<file path="src/hdl/pnguf_pkg.sv">
`timescale 1ns / 1ps
// shared types and constants for the png scanline unfilter
// no dependencies

package pnguf_pkg;

    // configuration port
    localparam int CFG_IDX_W  = 2;
    localparam int CFG_DATA_W = 16;

    localparam logic [CFG_IDX_W-1:0] CFG_BYTES_PER_PIXEL = 2'd0;
    localparam logic [CFG_IDX_W-1:0] CFG_PIXELS_PER_ROW  = 2'd1;
    localparam logic [CFG_IDX_W-1:0] CFG_ROW_COUNT       = 2'd2;

    // register widths
    localparam int BPP_W  = 3;
    localparam int PPR_W  = 13;
    localparam int ROWS_W = 16;

    localparam logic [BPP_W-1:0] BPP_MAX = 3'd4;

    // png filter type codes
    typedef enum logic [2:0] {
        FILT_NONE  = 3'd0,
        FILT_SUB   = 3'd1,
        FILT_UP    = 3'd2,
        FILT_AVG   = 3'd3,
        FILT_PAETH = 3'd4
    } filt_t;

    // neighbor bytes of the sample being reconstructed
    typedef struct packed {
        logic [7:0] left;
        logic [7:0] above;
        logic [7:0] upper_left;
    } nbr_t;

endpackage

</file>
<file path="src/hdl/pnguf_predict.sv">
`timescale 1ns / 1ps
// png filter predictor and byte reconstruction
// depends on pnguf_pkg

module pnguf_predict
    import pnguf_pkg::*;
(
    input  filt_t      filt,
    input  nbr_t       nbr,
    input  logic [7:0] x,
    output logic [7:0] y
);

    logic signed [9:0] sa, sb, sc;
    logic signed [9:0] da, db, dc;
    logic        [9:0] pa, pb, pc;
    logic        [8:0] avg_sum;
    logic        [7:0] paeth;
    logic        [7:0] pred;

    // paeth distances on 10-bit signed values
    always_comb
    begin
        sa = signed'({2'b00, nbr.left});
        sb = signed'({2'b00, nbr.above});
        sc = signed'({2'b00, nbr.upper_left});
        da = sb - sc;
        db = sa - sc;
        dc = sa + sb - (sc <<< 1);
        pa = da[9] ? 10'(-da) : 10'(da);
        pb = db[9] ? 10'(-db) : 10'(db);
        pc = dc[9] ? 10'(-dc) : 10'(dc);
        if (pa <= pb && pa <= pc)
        begin
            paeth = nbr.left;
        end
        else if (pb <= pc)
        begin
            paeth = nbr.above;
        end
        else
        begin
            paeth = nbr.upper_left;
        end
    end

    assign avg_sum = {1'b0, nbr.left} + {1'b0, nbr.above};

    always_comb
    begin
        unique case (filt)
            FILT_SUB:   pred = nbr.left;
            FILT_UP:    pred = nbr.above;
            FILT_AVG:   pred = avg_sum[8:1];
            FILT_PAETH: pred = paeth;
            default:    pred = 8'd0;
        endcase
    end

    // modulo 256 by truncation
    assign y = x + pred;

endmodule

</file>
<file path="config.mk">
export PLATFORM = sky130hd
export DESIGN_NAME = pnguf_predict
export DESIGN_NICKNAME = d
export VERILOG_FILES = /design/src/hdl/pnguf_pkg.sv /design/src/hdl/pnguf_predict.sv
export SDC_FILE = /design/constraint.sdc
export NUM_CORES = 1
export LEC_CHECK = 0
export ABC_AREA = 1
export ABC_CLOCK_PERIOD_IN_PS = 8500
export BUFFER_PORTS_ARGS = -buffer_cell sky130_fd_sc_hd__buf_4
export CAP_MARGIN = 25
export CORE_MARGIN = 2
export CORE_UTILIZATION = 57
export DETAILED_ROUTE_END_ITERATION = 16
export PLACE_DENSITY = 0.81
export SLEW_MARGIN = 10
export SYNTH_ARGS = -nofsm -noshare
export SYNTH_HDL_FRONTEND = slang
export SYNTH_SLANG_ARGS = --single-unit
</file>
<file path="constraint.sdc">
create_clock -name vclk -period 8.5
set_input_delay 1.7 -clock vclk [all_inputs]
set_output_delay 1.7 -clock vclk [all_outputs]
set_load 0.05 [all_outputs]
</file>
==> results of run 1 <==
timing repair:
item,CTS,global route
endpoints found under the setup margin,2,5
gates resized for setup,21,74
pin swaps,7,64
hold endpoints to repair,0,0
buffers inserted,1,6
per-layer routing:
| metal | up-vias | wire length (um) |
|---|---|---|
| met5 | - | 0 |
| met4 | 0 | 527 |
| met3 | 57 | 694 |
| met2 | 187 | 5786 |
| met1 | 1999 | 4374 |
| li1 | 2113 | - |
layout make-up:
class,count,share of cell area [%]
Tap cell,75,1.913
Timing Repair Buffer,108,16.99
Inverter,139,10.69
Multi-Input combinational cell,448,70.41
final timing paths:
path / from / slack, ns / end
setup / recovery: nbr[3] / -0.18 / y[7]
hold / removal: x[0] / 3.79 / y[0]
synthesized netlist by cell type (2+ instances only):
cell type / count
nand3_2: 2
a21o_1: 4
nand4_1: 17
nand3_1: 41
conb_1: 2
ha_1: 69
o21ai_1: 7
a21oi_2: 3
nor2_2: 4
inv_2: 5
nor2_1: 35
xor2_1: 26
o22ai_1: 6
nand3b_1: 3
a211oi_1: 2
nor2_4: 2
fa_1: 11
a31oi_1: 2
o21bai_1: 8
nand2_2: 13
o21ai_0: 26
nand2_1: 110
xnor2_1: 4
o31ai_1: 2
inv_1: 134
a21oi_1: 31
buf_6: 2
nor3_1: 6
through the flow:
stage                     worst slack (ns)  utilization, %  instance area, um2  hold slack, ns
after floorplan                    0.01138               -                3596           3.778
after detailed placement           -0.2330           73.91                4428           3.785
after global routing               -0.5201           81.87                4905           3.800
final                              -0.1788           81.87                4905           3.790
after global placement             -0.1189           73.91                4428           3.795
after CTS                        -0.003453           75.48                4522           3.785
tightest hold or removal path, cell delays in order:
cell	delay, ns
buf_4	0.08
ha_2	0.13
buf_4	0.18
kinds of logic (layout without fill, tap and decap cells):
family / count (synthesis) / in the layout
buf+inv: 142 / 247
fa+ha+maj: 80 / 80
compound gates: 97 / 97
xor+xnor: 31 / 31
other cells: 2 / 4
simple gates: 236 / 236
power by group through the flow:
stage / clock [mW] / sequential [mW] / combinational (mW)
after floorplan: 0 / 0 / 0.460
after global placement: 0 / 0 / 0.657
after detailed placement: 0 / 0 / 0.682
after CTS: 0 / 0 / 0.705
after global routing: 0 / 0 / 0.915
final: 0 / 0 / 0.836
==> metrics.md, run 1 <==
| Metric | Value |
|---|---|
| Die W | 83.26 um |
| Leakage | 2.756 nW |
| Main combinational cell family by area after synthesis | adder cells |
| Power, Total | 0.8362 mW |
| Initial DRC Count | 228 |
| Netlist Area Pre-Place | 3581 um2 |
| Busiest layer in global routing | met2 |
| Post-DP HPWL | 8.937 mm |
| Leading area contributor after synthesis | ha_1 |
| Fin. max-slew vios | 0 |
| Endpoint class of the critical path | output port |
| Slew HR | 43.14% |
| Cell family with most CP delay | simple AND/OR/NAND/NOR gates |
| Vias in the first global route | 4120 |
| RSZ-0062 raised after global routing | true |
| Max Cap Violations | 0 |
| # clk buffers | 0 |
| Peak supply drop | 0.1465 mV |
| Wire length of the first global-routing pass | 17.61 mm |
| Most common library cell in the layout ignoring fill and taps | inv_1 |
| Mux cell area share after synthesis | 0% |
| Full die area | 6932 um2 |
| Area contributors post-synth | ha_1, inv_1, nand2_1 |
| Top cell type's share of synthesized area | 24.11% |
| Period minus WS final | 8.679 ns |
| Clock power share | 0% |
| Drt wl/cell | 14.78 um |
| Placeable Area | 5991 um2 |
| Fraction of layout instances using a drive strength above 1 | 30.65% |
| Area Overhead vs Synth | 36.97% |
| Worst hold path class | in -> out |
| Hold buffers post-CTS | 0 |
| Final worst path period share | 102.1% |
| Sw Ratio | 57.67% |
| Non-Filler Instances | 770 |
| Worst path required time | 6.80 ns |
| Register Area | 0 um2 |
| Critical path type | in -> out |
| Simple-gate area share of the yosys netlist | 30.19% |
| CP max stage cell | fa_1 |
| Combinational Power Share | 100.0% |
| Sw Pwr | 0.4822 mW |
| Adder-cell share of the synthesized area | 30.26% |
| DRC viols | 0 |
| Synth unique cells | 39 |
| Fill count | 385 |
| Final setup fails | 2 |
| Post-Syn Instances | 588 |
| Die height | 83.26 um |
| M1 GR Usage | 35.30% |
| Buf/Inv on CP | 10 |
| Crit start category | input port |
| Critical path arrival | 6.98 ns |
| Fmax | 115.2 MHz |
| Setup TNS | -0.2732 ns |
| GR Util met3 | 1.590% |
| Hold Crit Depth | 3 |
| Seq Cell Count | 0 |
| Nets | 812 |
| Routed WL | 11.38 mm |
| Met2 Usage GRT | 54.99% |
| P per Cell Area | 170.5 nW/um2 |
| Mapped Avg Cell Area | 6.090 um2 |
| GRT Resource Usage Total | 29.40% |
| Sequential share of power | 0% |
| Vias | 4356 |
| Cell internal pwr | 0.3539 mW |
| Worst path depth | 40 |
| Synthesis Warnings | 0 |
| Xor and xnor area share after synthesis | 7.792% |
| Vias per cell | 5.657 |
| Multi-input logic area | 3453 um2 |
| CP max FO | 4 |
| Row cnt | 28 |
| Antenna Nets Post-Route | 0 |
| N_diodes | 0 |
| Fin. Hold Viols | 0 |
| Commonest non-fill, non-tap cells in the layout | inv_1, nand2_1, buf_4 |
| Placer Congestion | 0.9614 |
| Largest net degree at the start of global routing | 10 |
| Compound-Gate Fraction of Synth Area | 16.21% |
| Worst Max-Slew Pin Slew | 0.8465 ns |
| Seq/Total Area, Yosys | 0% |
| Failing checks | setup timing |
| Initial antenna violation count | 0 |
| Post-Place Cells | 764 |
| Worst Slack Setup Final | -0.1788 ns |
| Number of port buffers | 43 |
| Status | complete, but fails checks |
| I/O pins | 43 |
| Pre-Repair DR Iteration Count | 4 |
| Slowest cell delay on critical path | 0.56 ns |
| Initial Utilization | 59.77% |
| Overflow after GRT | 0 |
Power figures use the tool's default switching activity.
==> run 2: changes to the inputs <==
==> constraint.sdc (replaced) <==
create_clock -name vclk -period 8.5
set_input_delay 1.7 -clock vclk [all_inputs]
set_output_delay 1.7 -clock vclk [all_outputs]
set_load 0.1 [all_outputs]
==> run 2 against run 1 <==
Effect of this change: the run still ends with setup timing left; core utilization grew 2.7 points; combinational power is 11% higher; clock-buffer cell count stayed put; non-clock buffer count grew 19; sequential share of layout area is the same; routed wire length grew 12%; worst hold slack improved by 0.11 ns; die area unchanged; fmax decreased by 2.4%; critical path depth down 1; sequential cell count unchanged; setup slack got worse by 0.21 ns; critical path type unchanged; critical endpoint unchanged.
==> metrics.md, run 2 (synthesis results as in run 1) <==
| Metric | Value |
|---|---|
| Final setup fails | 3 |
| Hold Crit Depth | 3 |
| Area of placed instances | 4556 um2 |
| Antenna Nets Post-Route | 0 |
| Wire length of the first global-routing pass | 18.54 mm |
| Worst Slack Setup Final | -0.3929 ns |
| Full die area | 6932 um2 |
| CP max stage cell | fa_1 |
| # clk buffers | 0 |
| Number of port buffers | 43 |
| Row cnt | 28 |
| Die W | 83.26 um |
| Area Overhead vs Synth | 41.40% |
| Critical path type | in -> out |
| Largest net degree at the start of global routing | 10 |
| Most common library cell in the layout ignoring fill and taps | inv_1 |
| WHS | 3.901 ns |
| Crit start category | input port |
| Initial antenna violation count | 0 |
| Worst Max-Slew Pin Slew | 0.9759 ns |
| DRC viols | 0 |
| Post-Place Cells | 777 |
| Register Area | 0 um2 |
| Commonest non-fill, non-tap cells in the layout | inv_1, buf_4, nand2_1 |
| Pre-Repair DR Iteration Count | 5 |
| Hold_sp | x[0] |
| Multi-input logic area | 3428 um2 |
| Slew HR | 34.44% |
| Nets | 831 |
| CP max FO | 7 |
| Peak supply drop | 0.2396 mV |
| Worst hold path class | in -> out |
| P per Cell Area | 183.0 nW/um2 |
| Failing checks | setup timing |
| Placer Congestion | 0.9586 |
| Max Cap Violations | 0 |
| Critical path launch point | nbr[13] |
| Overflow after GRT | 0 |
| Placeable Area | 5991 um2 |
| Seq Cell Count | 0 |
| Leakage | 2.850 nW |
| Status | complete, but fails checks |
| Non-Filler Instances | 789 |
| Period minus WS final | 8.893 ns |
| Slowest cell delay on critical path | 0.52 ns |
| Design area | 5064 um2 |
| Drt wl/cell | 16.16 um |
| Util after Layout | 84.52% |
| Worst path required time | 6.80 ns |
| Initial DRC Count | 405 |
| Fin. Hold Viols | 0 |
| Initial Utilization | 59.77% |
| Fill count | 357 |
| I/O pins | 43 |
| Fin. max-slew vios | 0 |
| Routed WL | 12.75 mm |
| Critical path arrival | 7.19 ns |
| RSZ-0062 raised after global routing | true |
| Die height | 83.26 um |
| Fmax | 112.4 MHz |
| Vias per cell | 5.712 |
| Fraction of layout instances using a drive strength above 1 | 31.51% |
| Endpoint class of the critical path | output port |
| Hold buffers post-CTS | 0 |
| GRT Resource Usage Total | 31.55% |
| Final worst path period share | 104.6% |
| Vias in the first global route | 4190 |
| Vias | 4507 |
| N_diodes | 0 |
| Post-DP HPWL | 9.102 mm |
==> run 2: cell count changes in the layout (fill, tap and decap cells not counted), sizes merged <==
cell      before  now
clkinvlp       0    1
buf          108  127
inv          139  138
==> run 2: worst max-delay path: cells and delay by family <==
family | cells | cell delay (ns)
xor gates and xnor gates | 3 | 0.82
adders and majority gates | 4 | 1.41
AOI/OAI and AO/OA | 8 | 0.95
buffers and inverters | 9 | 0.79
and+or+nand+nor | 15 | 1.50
==> run 2: through the flow <==
stage / power, mW / setup slack [ns] / TNS, ns
3_5_place_dp: 0.7432 / -0.4126 / -0.9692
3_3_place_gp: 0.7172 / -0.1976 / -0.3888
4_1_cts: 0.7905 / -0.1880 / -0.3143
5_1_grt: 1.000 / -0.7324 / -2.303
6_report: 0.9264 / -0.3929 / -0.7968
2_1_floorplan: 0.5142 / -0.3225 / -0.7996
==> run 2: final timing paths <==
check	end	slack, ns
max	y[7]	-0.39
min	y[0]	3.90
==> run 2: what timing repair did <==
action / 4_1_cts / 5_1_grt
buffers inserted: 4 / 8
endpoints found under the hold margin: 0 / 0
resized for setup: 37 / 53
setup endpoints to repair: 4 / 6
pin swaps: 36 / 45
gates cloned: 0 / 0
==> run 2: report_power, final <==
| group | internal, mW | switching [mW] |
|---|---|---|
| logic | 0.373 | 0.554 |
| registers | 0 | 0 |
| clock network | 0 | 0 |
==> run 2: final cells by class <==
class                      count  area share (%)
tap                           75           1.853
multi-input combinational    448           67.70
inverter                     139           10.43
timing repair buffer         127           20.01
==> run 2: layer usage <==
layer | track usage [%] | routed length (um)
met5 | 0 | 0
met4 | 11.48 | 760
met3 | 2.485 | 767
met2 | 59.38 | 6462
met1 | 36.89 | 4762
==> run 3: changes to the inputs <==
Settings changed: ABC_AREA 1 to unset, PLACE_DENSITY 0.81 to 0.82.
==> run 3 against run 2 <==
Effect of this change: synthesized area decreased by 5.5%; synthesized cell count fell by 22%; the run now fails in clock tree synthesis.
==> metrics.md, run 3 <==
| Metric | Value |
|---|---|
| Synth unique cells | 60 |
| Hold buffers post-CTS | 0 |
| Row cnt | 28 |
| Err | [ERROR DPL-0033] detailed placement checks failed during check placement. |
| Area contributors post-synth | ha_1, xnor2_1, inv_1 |
| Last stage | clock tree synthesis |
| Die W | 81.04 um |
| Placer Congestion | 0.9691 |
| Mapped Avg Cell Area | 7.419 um2 |
| Dpl ws | -0.8547 ns |
| Post-DP HPWL | 10.14 mm |
| Number of port buffers | 43 |
| Top post-synthesis cells by count | inv_1, ha_1, a21oi_1 |
| Setup Buffers After CTS | 27 |
| Die height | 81.04 um |
| Post-Syn Instances | 456 |
| Most common cell in the netlist | inv_1 |
| CTS resizes | 94 |
| Leading area contributor after synthesis | ha_1 |
| Status | stopped before the end |
| Netlist Area Pre-Place | 3383 um2 |
| Synthesis Warnings | 0 |
| I/O pins | 43 |
| Initial Utilization | 58.18% |
| Seq/Total Area, Yosys | 0% |
| Top cell type's share of synthesized area | 25.52% |
==> run 3: metrics by stage <==
step / cells / instance area [um2]
after detailed placement: 712 / 4981
after global placement: 712 / 4981
after floorplan: 458 / 3520
==> run 3: cells by family after synthesis <==
kind of cell	count (synthesis)	synth area share (%)
and+or+nand+nor	102	15.79
buffers and inverters	77	8.580
muxes	2	0.6287
other	2	0.2220
AOI/OAI and AO/OA	142	29.03
adders and majority gates	82	32.62
xor gates and xnor gates	49	13.13
==> run 4: changes to the inputs <==
Settings changed: ABC_CLOCK_PERIOD_IN_PS 8500 to 11100, CORE_UTILIZATION 57 to 40, PLACE_DENSITY 0.82 to unset, PLACE_DENSITY_LB_ADDON set to 0.15.
Clock period 8.5 ns to 11.1 ns, I/O delays scaled along.
==> run 4 against run 3 <==
Effect of this change: the flow now finishes without violations; synthesized area stayed put; synthesized cell count did not move.
==> metrics.md, run 4 <==
| Metric | Value |
|---|---|
| Leading area contributor after synthesis | ha_1 |
| Hold EP | y[0] |
| Fill count | 848 |
| P per Cell Area | 140.0 nW/um2 |
| Routed WL | 9.459 mm |
| Seq/Total Area, Yosys | 0% |
| Period minus WS final | 10.61 ns |
| Power, Total | 0.5426 mW |
| Post-DP HPWL | 8.340 mm |
| Vias | 3291 |
| Wire length of the first global-routing pass | 15.73 mm |
| Post-Place Cells | 602 |
| Vias in the first global route | 3318 |
| Antenna Nets Post-Route | 0 |
| Hold Crit Depth | 3 |
| Row cnt | 33 |
| Post-Syn Instances | 456 |
| Fmax | 94.25 MHz |
| Drt wl/cell | 15.71 um |
| Leakage | 1.945 nW |
| Fin. Hold Viols | 0 |
| Overflow after GRT | 0 |
| Non-Filler Instances | 602 |
| Area Overhead vs Synth | 14.57% |
| Worst hold path class | in -> out |
| Critical path type | in -> out |
| Full die area | 9209 um2 |
| Design area | 3876 um2 |
| Peak supply drop | 0.1215 mV |
| Fin. max-slew vios | 0 |
| Top cell type's share of synthesized area | 25.52% |
| Status | finished clean |
| Pre-Repair DR Iteration Count | 4 |
| Nets | 614 |
| Netlist Area Pre-Place | 3383 um2 |
| Setup TNS | 0 ns |
| Fraction of layout instances using a drive strength above 1 | 13.28% |
| N_diodes | 0 |
| Initial DRC Count | 136 |
| Most common library cell in the layout ignoring fill and taps | inv_1 |
| WHS | 4.911 ns |
| # clk buffers | 0 |
| Hold buffers post-CTS | 0 |
| Final setup fails | 0 |
| Crit start category | input port |
| Synth unique cells | 60 |
| Number of port buffers | 43 |
| Setup Buffers After CTS | 0 |
| I/O pins | 43 |
| Worst Max-Slew Pin Slew | 0.8422 ns |
| CP max FO | 10 |
| Most common cell in the netlist | inv_1 |
| Initial Utilization | 41.18% |
| Worst path required time | 8.88 ns |
| RSZ-0062 raised after global routing | false |
| Area contributors post-synth | ha_1, xnor2_1, inv_1 |
| Register Area | 0 um2 |
| Die W | 95.97 um |
| Initial antenna violation count | 0 |
| DRC viols | 0 |
| Max Cap Violations | 0 |
| Commonest non-fill, non-tap cells in the layout | inv_1, ha_1, buf_4 |
| Endpoint class of the critical path | output port |
| Seq Cell Count | 0 |
| Largest net degree at the start of global routing | 18 |
| GRT Resource Usage Total | 21.59% |
| Top post-synthesis cells by count | inv_1, ha_1, a21oi_1 |
| Vias per cell | 5.467 |
| Final worst path period share | 95.58% |
| Hold_sp | x[0] |
| Critical path arrival | 8.39 ns |
| Die height | 95.97 um |
| Placeable Area | 8217 um2 |
| Area of placed instances | 3847 um2 |
| Placer Congestion | 0.9943 |
| Synthesis Warnings | 0 |
| Mapped Avg Cell Area | 7.419 um2 |
| Slew HR | 43.73% |
==> run 4: cell counts after synthesis <==
Identical to the previous run, type by type.
==> run 4: through the flow <==
stage / util [%] / worst slack, ns
2_1_floorplan: - / 0.1431
3_3_place_gp: 46.83 / 0.4462
3_5_place_dp: 46.83 / 0.3521
4_1_cts: 46.83 / 0.2956
5_1_grt: 47.18 / 0.02312
6_report: 47.18 / 0.4902
==> run 4: worst max-delay path, cell delays in order <==
cell and delay (ns):
buf_4 0.12, inv_1 0.20, ha_1 0.27, and3b_1 0.17, or3_1 0.36, a222oi_1 0.51
nand4_1 0.21, or4_1 0.47, ha_1 0.32, nand4_1 0.15, nor4b_2 0.33, a31oi_2 0.12
a211oi_2 0.26, o41ai_2 0.13, o32ai_4 0.28, or2b_4 0.24, o21a_1 0.17, inv_1 0.06
ha_1 0.26, a21o_1 0.17, a21oi_1 0.21, o21bai_1 0.09, a21oi_1 0.22, o21bai_1 0.09
a21oi_1 0.18, xnor2_1 0.18, xnor2_2 0.15, buf_6 0.25
==> run 4: worst max-delay path by stage <==
stage                       start    to  slack, ns
after global placement     nbr[8]  y[7]       0.45
after floorplan           nbr[10]  y[6]       0.14
after CTS                  nbr[8]  y[7]       0.30
after global routing      nbr[18]  y[7]       0.02
final                      nbr[1]  y[7]       0.49
after detailed placement   nbr[8]  y[7]       0.35
==> run 4: cell type report <==
class | count | area, um2 | area share, %
Timing Repair Buffer | 46 | 349.1 | 9.006
Inverter | 70 | 262.8 | 6.779
Multi-Input combinational cell | 381 | 3133 | 80.83
Tap cell | 105 | 131.4 | 3.389
==> run 4: where the power goes <==
part / switching, mW / internal [mW] / total [mW]
combinational: 0.335 / 0.208 / 0.543
clock: 0 / 0 / 0
sequential: 0 / 0 / 0
==> run 4: kinds of logic (layout without fill, tap and decap cells) <==
logic type | Yosys count | count (layout) | share of synthesized area [%]
AOI/OAI and AO/OA | 142 | 142 | 29.03
and+or+nand+nor | 102 | 102 | 15.79
adders and majority gates | 82 | 82 | 32.62
buffers and inverters | 77 | 116 | 8.580
xor gates and xnor gates | 49 | 49 | 13.13
other | 2 | 4 | 0.2220
muxes | 2 | 2 | 0.6287
==> run 4: per-layer routing <==
layer,share of wire [%],global-route usage (%),vias to the layer above
met3,3.8,0.9397,7
li1,-,-,1699
met5,0,0,-
met1,46,28.86,1500
met4,0.72,2.500,0
met2,49,39.45,85
==> run 4: what timing repair did <==
item                                    4_1_cts  5_1_grt
gates resized for setup                       0        6
endpoints found under the setup margin        0        1
endpoints found under the hold margin         0        0
